$ cat src/sv/s2pd_pkg.sv
package s2pd_pkg;

    // Widest digit accepted, in bits
    localparam int unsigned MAX_DIGIT_BITS = 5;

    // Status codes carried on each result item
    localparam logic STATUS_OK        = 1'b0;
    localparam logic STATUS_BAD_WIDTH = 1'b1;

    // One input item
    typedef struct packed {
        logic signed [63:0] value;
        logic [2:0]         digit_bits;
    } in_item_t;

    // One result item
    typedef struct packed {
        logic [7:0] character;
        logic       negative;
        logic       status;
        logic       last;
    } out_item_t;

    // Sequencer states
    typedef enum logic [1:0] {
        ST_IDLE,
        ST_RUN,
        ST_REJECT
    } state_t;

    // Map a digit 0..31 to its ASCII character ('0'-'9', 'A'-'V')
    function automatic logic [7:0] digit_char(input logic [4:0] digit);
        logic [7:0] d;
        d = {3'b000, digit};
        if (digit < 5'd10)
        begin
            digit_char = 8'h30 + d;
        end
        else
        begin
            digit_char = 8'h37 + d;
        end
    endfunction

endpackage

$ cat src/sv/signed_to_pow2_base_digits.sv
// Channel | Ports                   | Handshake
// --------+-------------------------+------------------------------------------
// in      | operand (in_item_t)     | taken at a clock edge with start & !busy
// out     | result (out_item_t)     | valid for one cycle while strobe is high
//
// While a valid item is being converted, busy stays high: one shift of the
// left-aligned magnitude register by r bits per cycle, leading zero digits
// dropped silently, then one result per cycle from the first nonzero or final digit on.
// A rejected digit width goes through the reject state and gives a single result.
// Results are registered and leave in the cycle after the shift that produced them.
// Reset is asynchronous and needs no clearing pass; the receiver cannot stall.
module signed_to_pow2_base_digits
    import s2pd_pkg::*;
#(
    parameter int unsigned VALUE_WIDTH = 64
)
(
    input  logic      clk,
    input  logic      rst_n,
    input  logic      start,
    output logic      busy,
    input  in_item_t  operand,
    output logic      strobe,
    output out_item_t result
);

    // Headroom above the magnitude so the top digit always sits at the MSB end
    localparam int unsigned PAD_W = MAX_DIGIT_BITS - 1;
    localparam int unsigned SW    = VALUE_WIDTH + PAD_W;
    localparam int unsigned CW    = $clog2(VALUE_WIDTH + 1);

    // Digit count of a full-width magnitude for each digit width
    localparam int unsigned D1 = VALUE_WIDTH;
    localparam int unsigned D2 = (VALUE_WIDTH + 1) / 2;
    localparam int unsigned D3 = (VALUE_WIDTH + 2) / 3;
    localparam int unsigned D4 = (VALUE_WIDTH + 3) / 4;
    localparam int unsigned D5 = (VALUE_WIDTH + 4) / 5;

    // Left shift at load that aligns the top digit with the register MSB
    localparam int unsigned L1 = PAD_W - (D1 * 1 - VALUE_WIDTH);
    localparam int unsigned L2 = PAD_W - (D2 * 2 - VALUE_WIDTH);
    localparam int unsigned L3 = PAD_W - (D3 * 3 - VALUE_WIDTH);
    localparam int unsigned L4 = PAD_W - (D4 * 4 - VALUE_WIDTH);
    localparam int unsigned L5 = PAD_W - (D5 * 5 - VALUE_WIDTH);

    state_t              state_reg, state_next;
    logic [SW-1:0]       shift_reg, shift_next;
    logic [CW-1:0]       count_reg, count_next;
    logic [2:0]          width_reg, width_next;
    logic                neg_reg, neg_next;
    logic                seen_reg, seen_next;
    logic                strobe_reg, strobe_next;
    out_item_t           result_reg, result_next;

    logic [VALUE_WIDTH-1:0] value_low;
    logic                   value_neg;
    logic [VALUE_WIDTH-1:0] magnitude;
    logic                   width_ok;
    logic [CW-1:0]          load_count;
    logic [2:0]             load_shift;
    logic [4:0]             top_digit;
    logic [SW-1:0]          shifted;
    logic                   emit;
    logic                   final_digit;

    assign busy   = (state_reg != ST_IDLE);
    assign strobe = strobe_reg;
    assign result = result_reg;

    // Take the magnitude of the low VALUE_WIDTH bits
    assign value_low = operand.value[VALUE_WIDTH-1:0];
    assign value_neg = value_low[VALUE_WIDTH-1];
    assign magnitude = value_neg ? (~value_low + 1'b1) : value_low;
    assign width_ok  = (operand.digit_bits >= 3'd1) && (operand.digit_bits <= 3'd5);

    // Look up digit count and alignment for the incoming digit width
    always_comb
    begin
        unique case (operand.digit_bits)
            3'd1:
            begin
                load_count = CW'(D1);
                load_shift = 3'(L1);
            end
            3'd2:
            begin
                load_count = CW'(D2);
                load_shift = 3'(L2);
            end
            3'd3:
            begin
                load_count = CW'(D3);
                load_shift = 3'(L3);
            end
            3'd4:
            begin
                load_count = CW'(D4);
                load_shift = 3'(L4);
            end
            3'd5:
            begin
                load_count = CW'(D5);
                load_shift = 3'(L5);
            end
            default:
            begin
                load_count = '0;
                load_shift = '0;
            end
        endcase
    end

    // Shared shift unit: read the top digit and advance by r bits
    always_comb
    begin
        unique case (width_reg)
            3'd1:
            begin
                top_digit = {4'b0000, shift_reg[SW-1]};
                shifted   = shift_reg << 1;
            end
            3'd2:
            begin
                top_digit = {3'b000, shift_reg[SW-1 -: 2]};
                shifted   = shift_reg << 2;
            end
            3'd3:
            begin
                top_digit = {2'b00, shift_reg[SW-1 -: 3]};
                shifted   = shift_reg << 3;
            end
            3'd4:
            begin
                top_digit = {1'b0, shift_reg[SW-1 -: 4]};
                shifted   = shift_reg << 4;
            end
            3'd5:
            begin
                top_digit = shift_reg[SW-1 -: 5];
                shifted   = shift_reg << 5;
            end
            default:
            begin
                top_digit = '0;
                shifted   = shift_reg;
            end
        endcase
    end

    assign final_digit = (count_reg == CW'(1));
    assign emit        = seen_reg || (top_digit != 5'd0) || final_digit;

    // Sequencer: next state and result
    always_comb
    begin
        state_next  = state_reg;
        shift_next  = shift_reg;
        count_next  = count_reg;
        width_next  = width_reg;
        neg_next    = neg_reg;
        seen_next   = seen_reg;
        strobe_next = 1'b0;
        result_next = result_reg;

        unique case (state_reg)
            ST_IDLE:
            begin
                if (start)
                begin
                    width_next = operand.digit_bits;
                    neg_next   = value_neg;
                    seen_next  = 1'b0;
                    if (width_ok)
                    begin
                        shift_next = {{PAD_W{1'b0}}, magnitude} << load_shift;
                        count_next = load_count;
                        state_next = ST_RUN;
                    end
                    else
                    begin
                        shift_next = '0;
                        count_next = '0;
                        state_next = ST_REJECT;
                    end
                end
            end
            ST_RUN:
            begin
                // Drop leading zero digits, send the rest
                shift_next = shifted;
                count_next = count_reg - CW'(1);
                seen_next  = emit;
                if (emit)
                begin
                    strobe_next           = 1'b1;
                    result_next.character = digit_char(top_digit);
                    result_next.negative  = neg_reg;
                    result_next.status    = STATUS_OK;
                    result_next.last      = final_digit;
                end
                if (final_digit)
                begin
                    state_next = ST_IDLE;
                end
            end
            ST_REJECT:
            begin
                strobe_next           = 1'b1;
                result_next.character = 8'h00;
                result_next.negative  = neg_reg;
                result_next.status    = STATUS_BAD_WIDTH;
                result_next.last      = 1'b1;
                state_next            = ST_IDLE;
            end
            default:
            begin
                state_next = ST_IDLE;
            end
        endcase
    end

    // Hold state and the result strobe
    always_ff @(posedge clk or negedge rst_n)
    begin
        if (!rst_n)
        begin
            state_reg  <= ST_IDLE;
            strobe_reg <= 1'b0;
            count_reg  <= '0;
            width_reg  <= '0;
            neg_reg    <= 1'b0;
            seen_reg   <= 1'b0;
            shift_reg  <= '0;
        end
        else
        begin
            state_reg  <= state_next;
            strobe_reg <= strobe_next;
            count_reg  <= count_next;
            width_reg  <= width_next;
            neg_reg    <= neg_next;
            seen_reg   <= seen_next;
            shift_reg  <= shift_next;
        end
    end

    // Result payload needs no reset
    always_ff @(posedge clk)
    begin
        result_reg <= result_next;
    end

endmodule

$ cat config.mk
export PLATFORM = sky130hd
export DESIGN_NAME = signed_to_pow2_base_digits
export DESIGN_NICKNAME = d
export VERILOG_FILES = /design/src/sv/s2pd_pkg.sv /design/src/sv/signed_to_pow2_base_digits.sv
export SDC_FILE = /design/constraint.sdc
export NUM_CORES = 1
export LEC_CHECK = 0
export BUFFER_PORTS_ARGS = -buffer_cell sky130_fd_sc_hd__buf_2
export CAP_MARGIN = 20
export CORE_ASPECT_RATIO = 0.75
export CORE_MARGIN = 2
export CORE_UTILIZATION = 24
export DETAILED_ROUTE_END_ITERATION = 7
export PLACE_DENSITY = 0.46
export SYNTH_ARGS = -nofsm -noshare
export SYNTH_HDL_FRONTEND = slang
export SYNTH_SLANG_ARGS = --single-unit
export TNS_END_PERCENT = 50
$ cat constraint.sdc
create_clock -name clk -period 3.1 [get_ports clk]
set_input_delay 0.155 -clock clk [delete_from_list [all_inputs] [get_ports clk]]
set_output_delay 0.155 -clock clk [all_outputs]
set_load 0.01 [all_outputs]
==> results of run 1 <==
==> cells by family after synthesis <==
group                    Yosys count  synth area share, %
adder cells (fa/ha/maj)           10                1.310
XOR/XNOR                          64                5.949
buffers and inverters            139                5.753
other                              1              0.03928
AO/OA/AOI/OAI                    520                38.67
multiplexers                      21                2.267
flip-flops                        93                24.90
AND/OR/NAND/NOR                  439                21.11
==> area by class of cell <==
class                           instances  area share [%]
Clock inverter                          7           1.070
Inverter                               19          0.6162
Multi-Input combinational cell       1055           57.57
Timing Repair Buffer                  211           12.63
Clock buffer                            9           1.946
Tap cell                              520           5.622
Sequential cell                        93           20.55
==> cells in the final DEF (no fill, tap or decap), drive strengths merged, types with 14 or more instances in the layout <==
cell    synthesis  final
a211o          25     25
a211oi         21     21
a21oi          86     86
a221o          17     17
a221oi         42     42
a22o           14     14
a22oi          62     62
buf            23    210
dfrtp          83     83
inv            18     17
mux2i          16     16
nand2          95     95
nor2          205    205
nor3           29     29
o211ai         14     14
o21ai          95     95
o221ai         22     22
o22ai          25     25
o31ai          25     25
or2            15     15
or3            20     20
xnor2          30     30
xor2           34     34
==> repair_timing <==
item	in CTS	in global routing
endpoints found under the hold margin	56	0
resized for setup	0	0
hold buffers	1	0
==> metrics by stage <==
step                      util (%)  power, mW  setup WS (ns)
after CTS                    29.37      10.35         0.2717
after floorplan                  -      6.692         0.1967
after global routing         29.37      11.20        0.02401
final                        29.37      10.44         0.2267
after global placement       28.45      8.933       -0.08099
after detailed placement     28.45      8.919       -0.09282
==> worst max path at each step <==
stage	start	end	depth (start not counted)
after global routing	operand[3]	shift_reg[40]	12
after floorplan	operand[26]	shift_reg[45]	9
after global placement	operand[3]	shift_reg[36]	13
final	state_reg[1]	shift_reg[36]	9
after detailed placement	operand[3]	shift_reg[48]	12
after CTS	state_reg[1]	shift_reg[36]	9
==> power by group <==
group	switching, mW	internal (mW)
clock network	0.591	0.794
registers	0.695	1.87
logic	3.95	2.54
total	5.24	5.20
==> per-layer routing <==
layer  wire (um)  vias to the layer above  global-route usage, %
li1            -                     5105                      -
met1       20360                     5442                  30.88
met2       17030                      529                  28.60
met3        3443                       46                  3.769
met4         527                        0                  3.590
met5           0                        -                      0
==> critical path: stages, from the launching register on <==
cell and delay [ns]:
dfrtp_1 0.40, inv_1 0.09, ha_2 0.37, inv_1 0.09
o21ai_0 0.50, nand2_2 0.29, nor2_1 0.56, o21ai_0 0.18
a21oi_1 0.20, a211o_1 0.13
==> summary.md, run 1 <==
| Metric | Value |
|---|---|
| Finished Layout Cells | `1914` |
| Die W | `234.3 um` |
| Post-Syn Instances | `1287` |
| Total wire length | `41.37 mm` |
| Vias in the first global route | `10400` |
| Setup CP Type | `reg -> reg` |
| GRT Overall Usage | `20.00%` |
| Hold Path Cell Cnt | `3` |
| Mapped Area | `9548 sq um` |
| Post-Synthesis Net Count | `1367` |
| Pwr Density | `902.3 nW/um^2` |
| Hold EP | `state_reg[1]` |
| Initial Util | `24.23%` |
| Design area | `11570 sq um` |
| Sink Count | `93` |
| Final Cycle Share | `92.69%` |
| CP Capture Type | `register` |
| Post-synthesis register bit count | `93` |
| Reg2reg setup slack | `0.23 ns` |
| Chip Height | `176.7 um` |
| Total negative setup slack | `0 ns` |
| Sequential share of the synthesized area | `24.90%` |
| DR vias/cell | `5.811` |
| Tmin final | `2.873 ns` |
| Reg2reg start | `state_reg[1]` |
| Fraction of layout cells with a size suffix above 1 | `19.37%` |
| Largest net degree at the start of global routing | `60` |
| Grt ovf | `0` |
| Worst vdd ir | `586.9 uV` |
| Achievable frequency | `0.3480 GHz` |
| CP max FO | `16` |
| Reg2reg end | `shift_reg[36]` |
| Worst slew margin | `30.34%` |
| Max H-tree Level | `3` |
| Register area | `2379 sq um` |
| YS warnings | `0` |
| Root buf cell | `clkbuf_16` |
| Hold path startpoint | `start` |
| Num CTS Buffers | `9` |
| HPWL after detailed placement | `30.29 mm` |
| Placed Area | `11210 sq um` |
| Setup crit start kind | `register` |
| Ys async rst share | `89.25%` |
| Core Area | `39410 sq um` |
| Final Wtd Congestion | `0.9106` |
| Vias | `11120` |
| Routed Antenna Nets | `0` |
| Placed insts | `1897` |
| P_leak | `4.520 nW` |
| Num ports | `83` |
| Port Buffer Count | `81` |
| First-pass GRT wire length | `64.58 mm` |
| Area grow syn2layout | `21.22%` |
| Hold Crit Class | `in -> reg` |
| Final nets | `1469` |
| Max-Cap Viols | `0` |
| Pins Over Slew Limit | `0` |
| Clock-pin slew on the worst setup and hold paths | `0.08 ns` |
| FF-to-FF path depth | `9` |
| Count leader, synth | `nor2_1` |
| Clock Latency Late Sink | `0.39 ns` |
| Diodes inserted | `0` |
| Unique masters post-synth | `80` |
| Unrepaired setup endpoints after global routing | `false` |
| Area occupied by multi-input gates | `6663 sq um` |
| # DRC | `0` |
| Final setup fails | `0` |
| Final Skew | `0.01490 ns` |
| Post-synth top flop | `dfrtp_1` |
| Worst hold slack | `0.06189 ns` |
| Wirelength per Cell | `21.61 um` |
| Top cell type's share of synthesized area | `21.75%` |
| Area contributors post-synth | `dfrtp_1 (22%), nor2_1 (8.1%), a22oi_1 (4.9%), o21ai_0 (4.8%), a21oi_1 (4.5%)` |
| DRT iter0 DRCs | `1241` |
| Longest Clk Path Bufs | `2` |
| Num rows | `63` |
| # fillers | `4316` |
| Area leader, netlist | `dfrtp_1` |
| Mean post-synth cell area | `7.419 sq um` |
| Post-synth top cells | `nor2_1 (205), clkbuf_1 (97), nand2_1 (95), o21ai_0 (91), a21oi_1 (86)` |
| Endpoints failing hold | `0` |
| Required time worst endpoint | `3.42 ns` |
| Initial antenna violation count | `0` |
| # Post-CTS Setup Buffers | `0` |
| CP arrival | `3.20 ns` |
| DRT Pass-1 Iters | `8` |
| Result of the run | `finished, final reports clean` |
| Slew @ Worst Pin | `1.042 ns` |
| Die Area | `41410 sq um` |
| Number of synthesized flops with an enable pin | `10` |
| CTS tree | `done` |
| Max FFs per register | `68` |
Note: power is estimated with default switching activity, not from simulation.
==> run 2, diff against run 1 <==
Clock period 3.1 ns to 3 ns, I/O delays scaled along.
==> run 2 against run 1 <==
Critical path depth unchanged. Global-route usage up 0.36 points. Die area unchanged. Combinational power up 6.0%. Final cell count up 1.8%. Critical endpoint is now shift_reg[45]. Design area up 2.5%. Sequential power up 3%.
==> summary.md, run 2 (synthesized netlist as in run 1, its figures left out) <==
| Metric | Value |
|---|---|
| Die W | `234.3 um (unchanged)` |
| Sink Count | `93 (unchanged)` |
| Vias in the first global route | `10360 (was 10400)` |
| Max FFs per register | `68 (unchanged)` |
| Place WS | `-0.1735 ns (was -0.09282 ns)` |
| Area grow syn2layout | `24.22% (was 21.22%)` |
| Final nets | `1503 (was 1469)` |
| Total wire length | `42.02 mm (was 41.37 mm)` |
| Vias | `11210 (was 11120)` |
| Crit-path max cell delay | `0.60 ns (was 0.56 ns)` |
| Commonest cells after routing, fill and taps aside | `nor2_1 (203), buf_4 (154), nand2_1 (94) (was nor2_1 (203), buf_4 (124), nand2_1 (94))` |
| Result of the run | `finished, final reports clean (unchanged)` |
| Pins Over Slew Limit | `0 (unchanged)` |
| Fraction of layout cells with a size suffix above 1 | `21.36% (was 19.37%)` |
| Final Cycle Share | `93.53%` |
| Cell Chain, Critical Path | `buf_2 > or4_4 > or4_4 > or4_4 > mux2i_1 > a221oi_1 > o211ai_1 > a221o_1 > o22a_1 (was inv_1 > ha_2 > inv_1 > o21ai_0 > nand2_2 > nor2_1 > o21ai_0 > a21oi_1 > a211o_1)` |
| Pwr Density | `914.5 nW/um^2 (was 902.3 nW/um^2)` |
| Clock-pin slew on the worst setup and hold paths | `0.08 ns (about the same)` |
| First-pass GRT wire length | `65.05 mm (was 64.58 mm)` |
| Slowest CP cell | `or4_4 (was nor2_1)` |
| CP arrival | `3.08 ns (was 3.20 ns)` |
| Clock Latency Late Sink | `0.38 ns (was 0.39 ns)` |
| Worst Path Buf+Inv | `1 (was 2)` |
| DR vias/cell | `5.753 (was 5.811)` |
| Setup ws final | `0.1940 ns (was 0.2267 ns)` |
| GRT Overall Usage | `20.36% (was 20.00%)` |
| Grt ovf | `0 (unchanged)` |
| # Post-CTS Setup Buffers | `0 (unchanged)` |
| Die Area | `41410 sq um (unchanged)` |
| Setup crit start kind | `input port (was register)` |
| P_leak | `4.686 nW (was 4.520 nW)` |
| Final Skew | `0.008581 ns (was 0.01490 ns)` |
| Required time worst endpoint | `3.28 ns (was 3.42 ns)` |
| Num rows | `63 (unchanged)` |
| Setup CP Type | `in -> reg (was reg -> reg)` |
| Max-Cap Viols | `0 (unchanged)` |
| Largest net degree at the start of global routing | `65 (was 60)` |
| CTS tree | `done (unchanged)` |
| Global routing's busiest layer | `met1 (unchanged)` |
| Worst vdd ir | `718.9 uV (was 586.9 uV)` |
| Met3 GRT Util | `4.446% (was 3.769%)` |
| Root buf cell | `clkbuf_16 (unchanged)` |
| Commonest non-fill, non-tap cell in the layout | `nor2_1 (unchanged)` |
| CP max FO | `5 (was 16)` |
| M2 GR Usage | `28.44% (was 28.60%)` |
| Num ports | `83 (unchanged)` |
| Longest Clk Path Bufs | `2 (unchanged)` |
| Slew @ Worst Pin | `0.9640 ns (was 1.042 ns)` |
| Diodes inserted | `0 (unchanged)` |
| Wirelength per Cell | `21.57 um (was 21.61 um)` |
| Initial Util | `24.23% (unchanged)` |
| Routed Antenna Nets | `0 (unchanged)` |
| Worst path most repeated cell | `or4_4` |
| GR Util met1 | `31.28% (was 30.88%)` |
| Chip Height | `176.7 um (unchanged)` |
| # DRC | `0 (unchanged)` |
| DRT iter0 DRCs | `1277 (was 1241)` |
| HPWL after detailed placement | `30.97 mm (was 30.29 mm)` |
| Unrepaired setup endpoints after global routing | `true (was false)` |
| Final Wtd Congestion | `0.9382 (was 0.9106)` |
| CP Capture Type | `register (unchanged)` |
| Initial antenna violation count | `1 (was 0)` |
| Final setup fails | `0 (unchanged)` |
| Tmin final | `2.806 ns` |
| Crit path max-delay family | `simple AND/OR/NAND/NOR gates (was compound AO/OA/AOI/OAI gates)` |
| DRT Pass-1 Iters | `8 (unchanged)` |
| Endpoints failing hold | `0 (unchanged)` |
| Fin util | `30.09% (was 29.37%)` |
| Core Area | `39410 sq um (unchanged)` |
| Worst slew margin | `35.58% (was 30.34%)` |
| Max H-tree Level | `3 (unchanged)` |
| Num CTS Buffers | `9 (unchanged)` |
| Hold Crit Class | `in -> reg (unchanged)` |
| Port Buffer Count | `81 (unchanged)` |
| Achievable frequency | `0.3564 GHz` |
-- run 2: cell count changes in the layout (fill, tap and decap cells not counted), sizes merged --
cell | before | now
buf | 210 | 244
bufinv | 3 | 2
inv | 17 | 18
-- run 2: tightest hold or removal path: stages --
cell     delay (ns)
buf_2          0.11
nand3_1        0.07
o21ai_0        0.08
-- run 2: power by group --
| group | switching [mW] | internal [mW] |
|---|---|---|
| clock network | 0.609 | 0.736 |
| registers | 0.694 | 1.93 |
| logic | 4.15 | 2.72 |
| total | 5.46 | 5.39 |
-- run 2: final cells by class --
cell class,instances,area (sq um)
Sequential cell,93,2379
Fill cell,4280,27550
Timing Repair Buffer,245,1767
Clock inverter,7,98.84
Inverter,19,71.32
Tap cell,520,650.6
Multi-Input combinational cell,1055,6669
Clock buffer,9,225.2
-- run 2: stage by stage --
stage | hold WS, ns | setup TNS, ns | total power, mW | cell area (sq um) | std cells
floorplan | -0.1456 | 0 | 6.915 | 9548 | 1287
global placement | 0.2173 | -1.392 | 9.352 | 11520 | 1931
detailed placement | 0.2245 | -2.376 | 9.343 | 11520 | 1931
CTS | 0.05568 | 0 | 10.73 | 11850 | 1948
global route | 0.09280 | -0.01089 | 11.67 | 11860 | 1948
finish | 0.07489 | 0 | 10.85 | 11860 | 1948
-- run 2: routing by layer --
layer / up-vias / part of all wire (%)
li1: 5161 / -
met1: 5502 / 49
met2: 482 / 41
met3: 59 / 7.8
met4: 2 / 2.0
met5: - / 0.017
-- run 2: repair_timing --
| item | 4_1_cts | 5_1_grt |
|---|---|---|
| setup endpoints to repair | 0 | 2 |
| hold buffers | 1 | 0 |
| endpoints found under the hold margin | 40 | 0 |
| resized for setup | 0 | 1 |
-- run 2: final timing paths --
| kind | start | endpoint | slack [ns] | cells past startpoint |
|---|---|---|---|---|
| setup / recovery | operand[26] | shift_reg[45] | 0.19 | 9 |
| hold / removal | start | state_reg[1] | 0.07 | 3 |
| setup reg to reg | width_reg[2] | result[7] | 0.31 | 9 |
| hold reg to reg | neg_reg | result[2] | 0.46 | 0 |
| max in group asynchronous | rst_n | shift_reg[47] | 2.01 | 3 |
| min in group asynchronous | rst_n | shift_reg[22] | 0.33 | 2 |
